## src/rtl/estp_pkg.sv

```systemverilog
package estp_pkg;

	// Field widths of the item, result and register beats.
	localparam int unsigned LEVEL_W   = 10;
	localparam int unsigned INDEX_W   = 13;
	localparam int unsigned RADDR_W   = INDEX_W + 1;
	localparam int unsigned TONE_W    = 20;
	localparam int unsigned SUSTAIN_W = 26;
	localparam int unsigned EADDR_W   = 12;
	localparam int unsigned PERIOD_W  = 16;
	localparam int unsigned CFG_IDX_W = 1;
	localparam int unsigned CFG_DAT_W = 16;

	localparam logic [LEVEL_W-1:0]  FULL_LEVEL     = 10'd1023;
	localparam logic [PERIOD_W-1:0] PERIOD_RESET   = 16'd1600;

	// Register indexes of the configuration port.
	localparam logic [CFG_IDX_W-1:0] CFG_ENV_LENGTH    = 1'b0;
	localparam logic [CFG_IDX_W-1:0] CFG_SAMPLE_PERIOD = 1'b1;

	typedef enum logic [1:0] {
		OP_TICK  = 2'd0,
		OP_NOTE  = 2'd1,
		OP_WRITE = 2'd2
	} op_t;

	typedef struct packed {
		op_t                  op;
		logic [TONE_W-1:0]    high_count;
		logic [TONE_W-1:0]    low_count;
		logic [SUSTAIN_W-1:0] sustain_ticks;
		logic [EADDR_W-1:0]   entry_addr;
		logic [LEVEL_W-1:0]   entry_level;
		logic                 entry_marker;
	} item_t;

	typedef struct packed {
		logic [LEVEL_W-1:0] dac_level;
		logic               tone_high;
		logic [INDEX_W-1:0] envelope_position;
	} result_t;

	// One envelope table entry.
	typedef struct packed {
		logic               marker;
		logic [LEVEL_W-1:0] level;
	} entry_t;

	// The two entries around the current envelope index.
	typedef struct packed {
		entry_t cur;
		entry_t nxt;
	} env_pair_t;

endpackage

```

## src/rtl/estp_out_buf.sv

```systemverilog
module estp_out_buf import estp_pkg::*; (
	input  logic    clk,
	input  logic    arst_n,
	input  logic    push,
	input  result_t push_data,
	output logic    push_ready,
	output logic    result_valid,
	input  logic    result_ready,
	output result_t result
);

	result_t main_q;
	result_t skid_q;
	logic    main_v_q;
	logic    skid_v_q;
	logic    pop;

	assign pop        = main_v_q && result_ready;
	assign push_ready = !skid_v_q;

	// Control: the skid slot fills only when the main slot is stalled.
	always_ff @(posedge clk or negedge arst_n) begin
		if (!arst_n) begin
			main_v_q <= 1'b0;
			skid_v_q <= 1'b0;
		end else if (!main_v_q || pop) begin
			main_v_q <= skid_v_q || push;
			skid_v_q <= skid_v_q && push;
		end else if (push) begin
			skid_v_q <= 1'b1;
		end
	end

	// Payload slots.
	always_ff @(posedge clk) begin
		if (!main_v_q || pop) begin
			if (skid_v_q) begin
				main_q <= skid_q;
				if (push) begin
					skid_q <= push_data;
				end
			end else if (push) begin
				main_q <= push_data;
			end
		end else if (push) begin
			skid_q <= push_data;
		end
	end

	assign result_valid = main_v_q;
	assign result       = main_q;

`ifndef NO_ASSERTIONS
	a_skid_needs_main: assert property (@(posedge clk) disable iff (!arst_n)
		skid_v_q |-> main_v_q)
		else $error("skid slot holds a beat while the main slot is empty");

	a_stall_fills_skid: assert property (@(posedge clk) disable iff (!arst_n)
		(main_v_q && !result_ready && !skid_v_q && push) |=> skid_v_q)
		else $error("beat pushed during a stall was not kept in the skid slot");
`endif

endmodule
```

## config.mk

```make
export PLATFORM = sky130hd
export DESIGN_NAME = estp_out_buf
export DESIGN_NICKNAME = d
export VERILOG_FILES = /design/src/rtl/estp_pkg.sv /design/src/rtl/estp_out_buf.sv
export SDC_FILE = /design/constraint.sdc
export NUM_CORES = 1
export LEC_CHECK = 0
export ABC_CLOCK_PERIOD_IN_PS = 4800
export CORE_MARGIN = 1.5
export CORE_UTILIZATION = 60
export CTS_CLUSTER_DIAMETER = 150
export DETAILED_ROUTE_END_ITERATION = 6
export DONT_BUFFER_PORTS = 1
export PLACE_DENSITY_LB_ADDON = 0.05
export RECOVER_POWER = 50
export SYNTH_ARGS = -nofsm -noshare
export SYNTH_HDL_FRONTEND = slang
export SYNTH_SLANG_ARGS = --single-unit
```

## constraint.sdc

```tcl
create_clock -name clk -period 4.8 [get_ports clk]
set_clock_uncertainty 0.15 [all_clocks]
set_input_delay 0.96 -clock clk [delete_from_list [all_inputs] [get_ports clk]]
set_output_delay 0.96 -clock clk [all_outputs]
set_load 0.01 [all_outputs]
```

After elaboration in Yosys (flattened, before gate mapping). Cells that the tools add are included.

Bits in registers: 50. Input port bits: 28. Output and inout port bits: 26. Word-level logic and storage cells: 25.

Eq/ne operators: 1. Mux-type cells: 7. Reductions and logical operators: 9.

Operator list (count): two-way mux 24 bit (5); nonzero test 2 bit (2); logical AND 1 bit (2); zero test 1 bit (2); logical OR 1 bit (2); two-way mux 1 bit (2); != test 2 bit (second input constant) (1); AND reduction 2 bit (1).

Longest topological paths before layout. Gate-level depths: netlist of the first run.

Depth after elaboration: 3. Gate-level depth with buffers: 3. Depth with buffers taken out: 2.

Worst setup path after synthesis of the first run. Ideal clock, no wire load.

Path kind: in2reg. Start point: input port result_ready. End point: register main_q (netlist bit result[0]), enable pin. Setup time: 0.405 ns. Data arrival time: 2.052 ns. Slack: 2.193 ns. Stages on the path: 2. Buffers on the path: 0. Cell sequence: nor2b_1 -> nor2_1.

Word-level cells in the longest chain between the ends: 3.

RTL lines: start: declaration (line estp_out_buf.sv:8) `input logic result_ready,`; logical AND 1 bit (line estp_out_buf.sv:18) `assign pop = main_v_q && result_ready;`; logical OR 1 bit (line estp_out_buf.sv:36) `if (!main_v_q || pop) begin`; AND reduction 2 bit (no line); end signal: assignment (line estp_out_buf.sv:38) `main_q <= skid_q;`; end signal: assignment (line estp_out_buf.sv:43) `main_q <= push_data;`; end: declaration (line estp_out_buf.sv:12) `result_t main_q;`.

Every way passes these cells. A chain may end at the register's enable or synchronous reset.

Worst setup path in the final report of the first run.
Start point: register skid_v_q. End point: register main_q (netlist bit result[21]), data pin.

Word-level cells in the longest chain between the ends: 1.

RTL lines: start: declaration (line estp_out_buf.sv:15) `logic skid_v_q;`; start signal: assignment (line estp_out_buf.sv:28) `skid_v_q <= skid_v_q && push;`; two-way mux 24 bit (line estp_out_buf.sv:37) `if (skid_v_q) begin`.

Every way passes these cells.

==> metrics.txt, run 1 <==
# TYPE chip_impl_metric gauge
chip_impl_info{name="status",value="completed"} 1
chip_impl_metric{name="power.density",unit="nW/um^2"} 436
chip_impl_metric{name="cp.arrival",unit="ns"} 2.19
chip_impl_metric{name="grt_overall_usage",unit="%"} 16.7
chip_impl_metric{name="vias_per_cell",unit=""} 5.61
chip_impl_metric{name="max_slew.worst_pin.slew",unit="ns"} 1.11
chip_impl_metric{name="peakVddDrop",unit="mV"} 0.286
chip_impl_metric{name="pin_count",unit=""} 54
chip_impl_metric{name="totalNegativeSetupSlack",unit="ns"} 0
chip_impl_metric{name="postSynthAreaPerCell",unit="sq um"} 22.8
chip_impl_metric{name="port-buffer-count",unit=""} 0
chip_impl_metric{name="detail_route.first_pass.iterations",unit=""} 4
chip_impl_metric{name="globalRouteOverflowTotal",unit=""} 0
chip_impl_metric{name="ys_ff_latch",unit=""} 50
chip_impl_metric{name="final_min_period_over_clock_period",unit="%"} 46.2
chip_impl_metric{name="post-route-util",unit="%"} 63.9
chip_impl_metric{name="synthesis.nets",unit=""} 112
chip_impl_metric{name="row_count",unit=""} 20
chip_impl_metric{name="cts_setup_buffers",unit=""} 0
chip_impl_info{name="critical_path.startpoint",value="skid_v_q$_DFFE_PN0P_"} 1
chip_impl_metric{name="max_cap_violations",unit=""} 0
chip_impl_metric{name="timing_max_transition_violations_final",unit=""} 0
chip_impl_metric{name="setup_viol",unit=""} 0
chip_impl_metric{name="grt_start_max_net_pins",unit=""} 25
chip_impl_info{name="criticalPathCategory",value="flip-flop to flip-flop"} 1
chip_impl_metric{name="share_of_the_yosys_chip_area_belonging_to_registers",unit="%"} 77.7
chip_impl_metric{name="place.gp.congestion",unit=""} 0.658
chip_impl_metric{name="worst-r2r-setup-slack",unit="ns"} 2.58
chip_impl_info{name="root_buffer",value="clkbuf_4"} 1
chip_impl_metric{name="post_synth_inst_count",unit=""} 84
chip_impl_metric{name="via_count_of_the_first_global_routing_pass",unit=""} 814
chip_impl_metric{name="grt_first_pass_wirelength",unit="microns"} 3970
chip_impl_metric{name="chipHeight",unit="microns"} 59.6
chip_impl_info{name="clock_tree_from_tritoncts",value="done"} 1
chip_impl_metric{name="maxSlewHeadroom",unit="%"} 26.2
chip_impl_metric{name="dp_hpwl",unit="microns"} 1850
chip_impl_metric{name="avgRoutedWirePerCell",unit="microns"} 20.4
chip_impl_metric{name="cts_buffer_depth",unit=""} 2
chip_impl_metric{name="postPlaceCellArea",unit="sq um"} 1940
chip_impl_metric{name="p_r_area_growth_vs_syn",unit="%"} 1.63
chip_impl_metric{name="num_antenna_cells",unit=""} 0
chip_impl_metric{name="fp.dieArea",unit="sq um"} 3550
chip_impl_info{name="regToRegStartpoint",value="skid_v_q$_DFFE_PN0P_"} 1
chip_impl_info{name="critPathLaunchType",value="flip-flop"} 1
chip_impl_metric{name="nets",unit=""} 118
chip_impl_metric{name="yosysWarningCount",unit=""} 0
chip_impl_info{name="rr_endpoint",value="result[21]$_DFFE_PP_"} 1
chip_impl_metric{name="cts-hold-fix-buffers",unit=""} 0
chip_impl_info{name="critPathCapture",value="result[21]$_DFFE_PP_"} 1
chip_impl_metric{name="postRouteWirelength",unit="microns"} 2750
chip_impl_info{name="end_kind",value="flip-flop"} 1
chip_impl_metric{name="htreeDepth",unit=""} 2
chip_impl_metric{name="drt_iter0_drc",unit=""} 25
chip_impl_metric{name="numCtsBuffers",unit=""} 5
chip_impl_metric{name="cts.sink_count",unit=""} 50
chip_impl_metric{name="layout-drive-gt1-share",unit="%"} 18.7
chip_impl_metric{name="post-layout-total-power",unit="mW"} 0.851
chip_impl_metric{name="initial_utilization",unit="%"} 62.9
chip_impl_metric{name="clock_latency_at_the_later_pin_of_the_worst_skew_pair",unit="ns"} 0.35
chip_impl_info{name="rsz_0062_raised_after_global_routing",value="false"} 1
chip_impl_metric{name="ys_types",unit=""} 12
chip_impl_metric{name="critical_path_required",unit="ns"} 4.77
chip_impl_metric{name="timing_hold_violations_final",unit=""} 0
chip_impl_metric{name="total_leakage_power",unit="nW"} 0.648
chip_impl_metric{name="drt_drc_violations_left",unit=""} 0
chip_impl_metric{name="cts_resized",unit=""} 0
chip_impl_metric{name="highest_clock_frequency_the_design_can_meet",unit="GHz"} 0.451
chip_impl_metric{name="route.antenna.remaining_nets",unit=""} 0
chip_impl_info{name="hp-class",value="primary input to asynchronous set/reset pin"} 1
chip_impl_metric{name="final_period_demand_of_the_worst_path",unit="ns"} 2.22
chip_impl_metric{name="cell_area_after_layout",unit="sq um"} 1950
chip_impl_metric{name="antenna_found_initial",unit=""} 0
chip_impl_metric{name="floorplan.core_area",unit="sq um"} 3050
chip_impl_metric{name="reg2reg_depth",unit=""} 2
chip_impl_metric{name="worst-path-max-fanout",unit=""} 20
chip_impl_metric{name="post_cts_clock_slew_at_the_launch_and_capture_registers_of_the_worst_setup_and_hold_paths",unit="ns"} 0.13
chip_impl_metric{name="holdWs",unit="ns"} 0.125
chip_impl_metric{name="post_synth_instance_area",unit="sq um"} 1920
chip_impl_metric{name="dr_total_vias",unit=""} 758
chip_impl_metric{name="die-width",unit="microns"} 59.6
chip_impl_metric{name="nFillCells",unit=""} 246
==> cell usage in the layout, fill, tap and decap left out <==
cell type and n:
edfxtp_1 48, mux2_1 16, mux2_2 7, clkbuf_4 5, nor2_1 2, clkinv_2 2, dfrtp_1 2, mux2_4 1
nor2b_1 1, inv_1 1, o21a_1 1, nand2b_1 1, maj3_1 1, bufinv_16 1, buf_4 1, clkbuf_1 1
==> metrics by stage <==
step,cells,setup WS [ns]
floorplan,84,2.19
global placement,127,2.21
detailed placement,127,2.13
CTS,135,2.54
global route,135,2.46
finish,135,2.58
==> critical path, stage by stage, from the launching register on <==
cell      delay (ns)
dfrtp_1         0.54
clkbuf_1        0.86
mux2_2          0.43
==> metal layers <==
| layer | vias up | share of wire, % | global-route usage (%) |
|---|---|---|---|
| met2 | 40 | 51 | 27.5 |
| met1 | 376 | 39 | 17.5 |
| met3 | 5 | 8.9 | 7.86 |
| met5 | - | 0 | 0 |
| met4 | 0 | 1.5 | 9.52 |
| li1 | 337 | - | - |
==> where the power goes <==
group	switching [mW]	internal, mW	total, mW
Clock	0.125	0.108	0.233
Sequential	0.0273	0.532	0.559
Combinational	0.0334	0.0255	0.0589
==> cell type report <==
cell class | count | area, sq um | share of cell area [%]
clock inverters | 3 | 40.0 | 2.05
well taps | 44 | 55.1 | 2.82
inverters | 1 | 3.75 | 0.192
multi-input cells | 30 | 312 | 16.0
flip-flops and latches | 50 | 1490 | 76.5
repair buffers | 2 | 11.3 | 0.577
clock buffers | 5 | 37.5 | 1.92
==> how the worst min path moves through the flow <==
stage | startpoint | endpoint | slack, ns
finish | arst_n | result_valid$_DFFE_PN0P_ | 0.13
global route | arst_n | result_valid$_DFFE_PN0P_ | 0.09
CTS | arst_n | result_valid$_DFFE_PN0P_ | 0.10
detailed placement | skid_q[19]$_DFFE_PP_ | result[19]$_DFFE_PP_ | 0.39
global placement | skid_q[11]$_DFFE_PP_ | result[11]$_DFFE_PP_ | 0.38
floorplan | skid_q[0]$_DFFE_PP_ | result[0]$_DFFE_PP_ | 0.37
==> cells in the mapped netlist <==
| library cell | count | area share (%) |
|---|---|---|
| inv_1 | 1 | 0.20 |
| nor2b_1 | 1 | 0.33 |
| mux2_4 | 17 | 13 |
| buf_6 | 1 | 0.59 |
| buf_12 | 2 | 2.1 |
| dfrtp_1 | 2 | 2.6 |
| maj3_2 | 1 | 0.59 |
| mux2_2 | 7 | 4.1 |
| nand2b_1 | 1 | 0.33 |
| nor2_1 | 2 | 0.39 |
| o21a_1 | 1 | 0.39 |
| edfxtp_1 | 48 | 75 |
==> cells by family (layout without fill, tap and decap cells) <==
group / after synthesis / in the layout / share of synthesized area (%)
fa+ha+maj: 1 / 1 / 0.587
buf+inv: 4 / 11 / 2.87
simple gates: 4 / 4 / 1.04
mux: 24 / 24 / 17.4
compound gates: 1 / 1 / 0.391
flops: 50 / 50 / 77.7
==> state kept, by name (all words and copies together) (netlist names) <==
name          count
skid_q           24
skid_v_q          1
result           24
result_valid      1
Power figures use the tool's default switching activity.
==> run 2: changes to the inputs <==
--- a/config.mk
+++ b/config.mk
@@ -5,7 +5,7 @@
 export SDC_FILE = /design/constraint.sdc
 export NUM_CORES = 1
 export LEC_CHECK = 0
-export ABC_CLOCK_PERIOD_IN_PS = 4800
+export ABC_CLOCK_PERIOD_IN_PS = 2100
 export CORE_MARGIN = 1.5
 export CORE_UTILIZATION = 60
 export CTS_CLUSTER_DIAMETER = 150
==> constraint.sdc (replaced) <==
create_clock -name clk -period 2.1 [get_ports clk]
set_clock_uncertainty 0.15 [all_clocks]
set_input_delay 0.42 -clock clk [delete_from_list [all_inputs] [get_ports clk]]
set_output_delay 0.42 -clock clk [all_outputs]
set_load 0.01 [all_outputs]
==> metrics.txt, run 2 (synthesized netlist as in run 1, its figures left out) <==
# TYPE chip_impl_metric gauge
chip_impl_metric{name="crit_path_max_incr_delay",unit="ns"} 0.58
chip_impl_metric{name="max_cap_violations",unit=""} 0
chip_impl_info{name="criticalPathCategory",value="flip-flop to primary output"} 1
chip_impl_metric{name="chipHeight",unit="microns"} 59.6
chip_impl_metric{name="layout.area.seq",unit="sq um"} 1490
chip_impl_info{name="root_buffer",value="clkbuf_4"} 1
chip_impl_metric{name="drt_drc_violations_left",unit=""} 0
chip_impl_metric{name="cp.arrival",unit="ns"} 1.08
chip_impl_metric{name="postRouteWirelength",unit="microns"} 3000
chip_impl_info{name="rsz_0062_raised_after_global_routing",value="false"} 1
chip_impl_metric{name="multiInputGateArea",unit="sq um"} 359
chip_impl_metric{name="cts-hold-fix-buffers",unit=""} 25
chip_impl_metric{name="critical_path_required",unit="ns"} 1.53
chip_impl_metric{name="antenna_found_initial",unit=""} 0
chip_impl_metric{name="grt_first_pass_wirelength",unit="microns"} 4540
chip_impl_info{name="crit_path_cell_trace",value="inv_1"} 1
chip_impl_metric{name="dr_total_vias",unit=""} 857
chip_impl_info{name="end_kind",value="primary output"} 1
chip_impl_metric{name="htreeDepth",unit=""} 2
chip_impl_metric{name="final_min_period_over_clock_period",unit="%"} 78.8
chip_impl_metric{name="final_period_demand_of_the_worst_path",unit="ns"} 1.65
chip_impl_metric{name="avgRoutedWirePerCell",unit="microns"} 18.3
chip_impl_metric{name="port-buffer-count",unit=""} 0
chip_impl_metric{name="grt_overall_usage",unit="%"} 18.9
chip_impl_metric{name="cts_buffer_depth",unit=""} 2
chip_impl_metric{name="cts_setup_buffers",unit=""} 0
chip_impl_metric{name="detail_route.first_pass.iterations",unit=""} 4
chip_impl_metric{name="initial_utilization",unit="%"} 62.9
chip_impl_info{name="status",value="completed"} 1
chip_impl_metric{name="timing_max_transition_violations_final",unit=""} 0
chip_impl_info{name="critPathLaunchType",value="flip-flop"} 1
chip_impl_metric{name="fp.dieArea",unit="sq um"} 3550
chip_impl_metric{name="p_r_area_growth_vs_syn",unit="%"} 18.0
chip_impl_metric{name="worst-path-max-fanout",unit=""} 10
chip_impl_info{name="hp-class",value="primary input to flip-flop"} 1
chip_impl_metric{name="place.gp.congestion",unit=""} 0.701
chip_impl_info{name="critical_path.top_delay_family",value="flip-flops"} 1
chip_impl_metric{name="numCtsBuffers",unit=""} 5
chip_impl_metric{name="row_count",unit=""} 20
chip_impl_metric{name="peakVddDrop",unit="mV"} 0.686
chip_impl_metric{name="globalRouteOverflowTotal",unit=""} 0
chip_impl_metric{name="critical_path.n_buffers_inverters",unit=""} 1
chip_impl_metric{name="power.density",unit="nW/um^2"} 856
chip_impl_metric{name="die-width",unit="microns"} 59.6
chip_impl_metric{name="layout-drive-gt1-share",unit="%"} 28.3
chip_impl_metric{name="floorplan.core_area",unit="sq um"} 3050
chip_impl_metric{name="setup_slack",unit="ns"} 0.446
chip_impl_metric{name="post-place-ws",unit="ns"} 0.437
chip_impl_metric{name="post-route-util",unit="%"} 74.2
chip_impl_metric{name="maxSlewHeadroom",unit="%"} 75.7
chip_impl_metric{name="clock_latency_at_the_later_pin_of_the_worst_skew_pair",unit="ns"} 0.36
chip_impl_info{name="clock_tree_from_tritoncts",value="done"} 1
chip_impl_metric{name="vias_per_cell",unit=""} 5.23
chip_impl_metric{name="total_leakage_power",unit="nW"} 0.814
chip_impl_metric{name="cts.sink_count",unit=""} 50
chip_impl_metric{name="max_slew.worst_pin.slew",unit="ns"} 0.364
chip_impl_info{name="crit_path_top_delay_cell",value="dfrtp_1"} 1
chip_impl_metric{name="timing_hold_violations_final",unit=""} 0
chip_impl_metric{name="route.antenna.remaining_nets",unit=""} 0
chip_impl_metric{name="nets",unit=""} 147
chip_impl_metric{name="highest_clock_frequency_the_design_can_meet",unit="GHz"} 0.604
chip_impl_metric{name="num_antenna_cells",unit=""} 0
chip_impl_info{name="most-common-layout-cells",value="48 x edfxtp_1, 25 x dlygate4sd3_1, 13 x mux2_4, 7 x mux2_2, 6 x buf_4"} 1
chip_impl_metric{name="via_count_of_the_first_global_routing_pass",unit=""} 933
chip_impl_metric{name="drt_iter0_drc",unit=""} 13
chip_impl_info{name="commonest_non_fill_non_tap_cell_in_the_layout",value="edfxtp_1"} 1
chip_impl_metric{name="post_cts_clock_slew_at_the_launch_and_capture_registers_of_the_worst_setup_and_hold_paths",unit="ns"} 0.13
chip_impl_metric{name="nFillCells",unit=""} 198
chip_impl_metric{name="pin_count",unit=""} 54
chip_impl_metric{name="setup_viol",unit=""} 0
chip_impl_metric{name="cts_resized",unit=""} 0
chip_impl_metric{name="totalNegativeSetupSlack",unit="ns"} 0
chip_impl_metric{name="grt_start_max_net_pins",unit=""} 15
[run 2: cell count changes in the layout (fill, tap and decap cells not counted), sizes merged]
cell	delta
clkinv	-1
clkbuf	+1
dlygate4sd3	+25
bufinv	-1
buf	+5
[run 2: final timing paths]
| check | from | to | slack (ns) | cells after the start |
|---|---|---|---|---|
| worst max-delay path | skid_v_q$_DFFE_PN0P_ | push_ready | 0.45 | 1 |
| worst min-delay path | push | result_valid$_DFFE_PN0P_ | 0.05 | 2 |
| worst max register to register | skid_v_q$_DFFE_PN0P_ | result[0]$_DFFE_PP_ | 0.48 | 2 |
| worst min register to register | skid_q[12]$_DFFE_PP_ | result[12]$_DFFE_PP_ | 0.41 | 1 |
| max in group asynchronous | arst_n | result_valid$_DFFE_PN0P_ | 1.54 | 1 |
| min in group asynchronous | arst_n | skid_v_q$_DFFE_PN0P_ | 0.13 | 1 |
[run 2: layer usage]
layer | global-route usage [%] | wire length [microns] | vias to the layer above
met5 | 0 | 0 | -
met4 | 9.52 | 51 | 0
met3 | 6.99 | 214 | 6
met2 | 29.0 | 1460 | 39
met1 | 23.7 | 1280 | 416
li1 | - | - | 396
[run 2: power breakdown]
group | leakage, nW | switching (mW) | internal [mW]
Clock | 0.0353 | 0.280 | 0.163
Combinational | 0.297 | 0.0906 | 0.127
Sequential | 0.482 | 0.0656 | 1.21
[run 2: stage by stage]
stage                     instance area [sq um]  hold WS, ns  instances  power [mW]
after floorplan                            1920      -0.0256         84        1.46
after global placement                     1970      -0.0255        131        1.48
after detailed placement                   1970      -0.0255        131        1.50
after CTS                                  2280       0.0307        164        1.97
after global routing                       2260       0.0274        164        2.02
final                                      2260       0.0494        164        1.94
[run 2: area by class of cell]
cell class	instances	area share, %
clock buffers	7	2.43
clock inverters	1	0.221
inverters	1	0.166
multi-input cells	30	15.9
flip-flops and latches	50	65.9
well taps	44	2.43
repair buffers	31	13.0
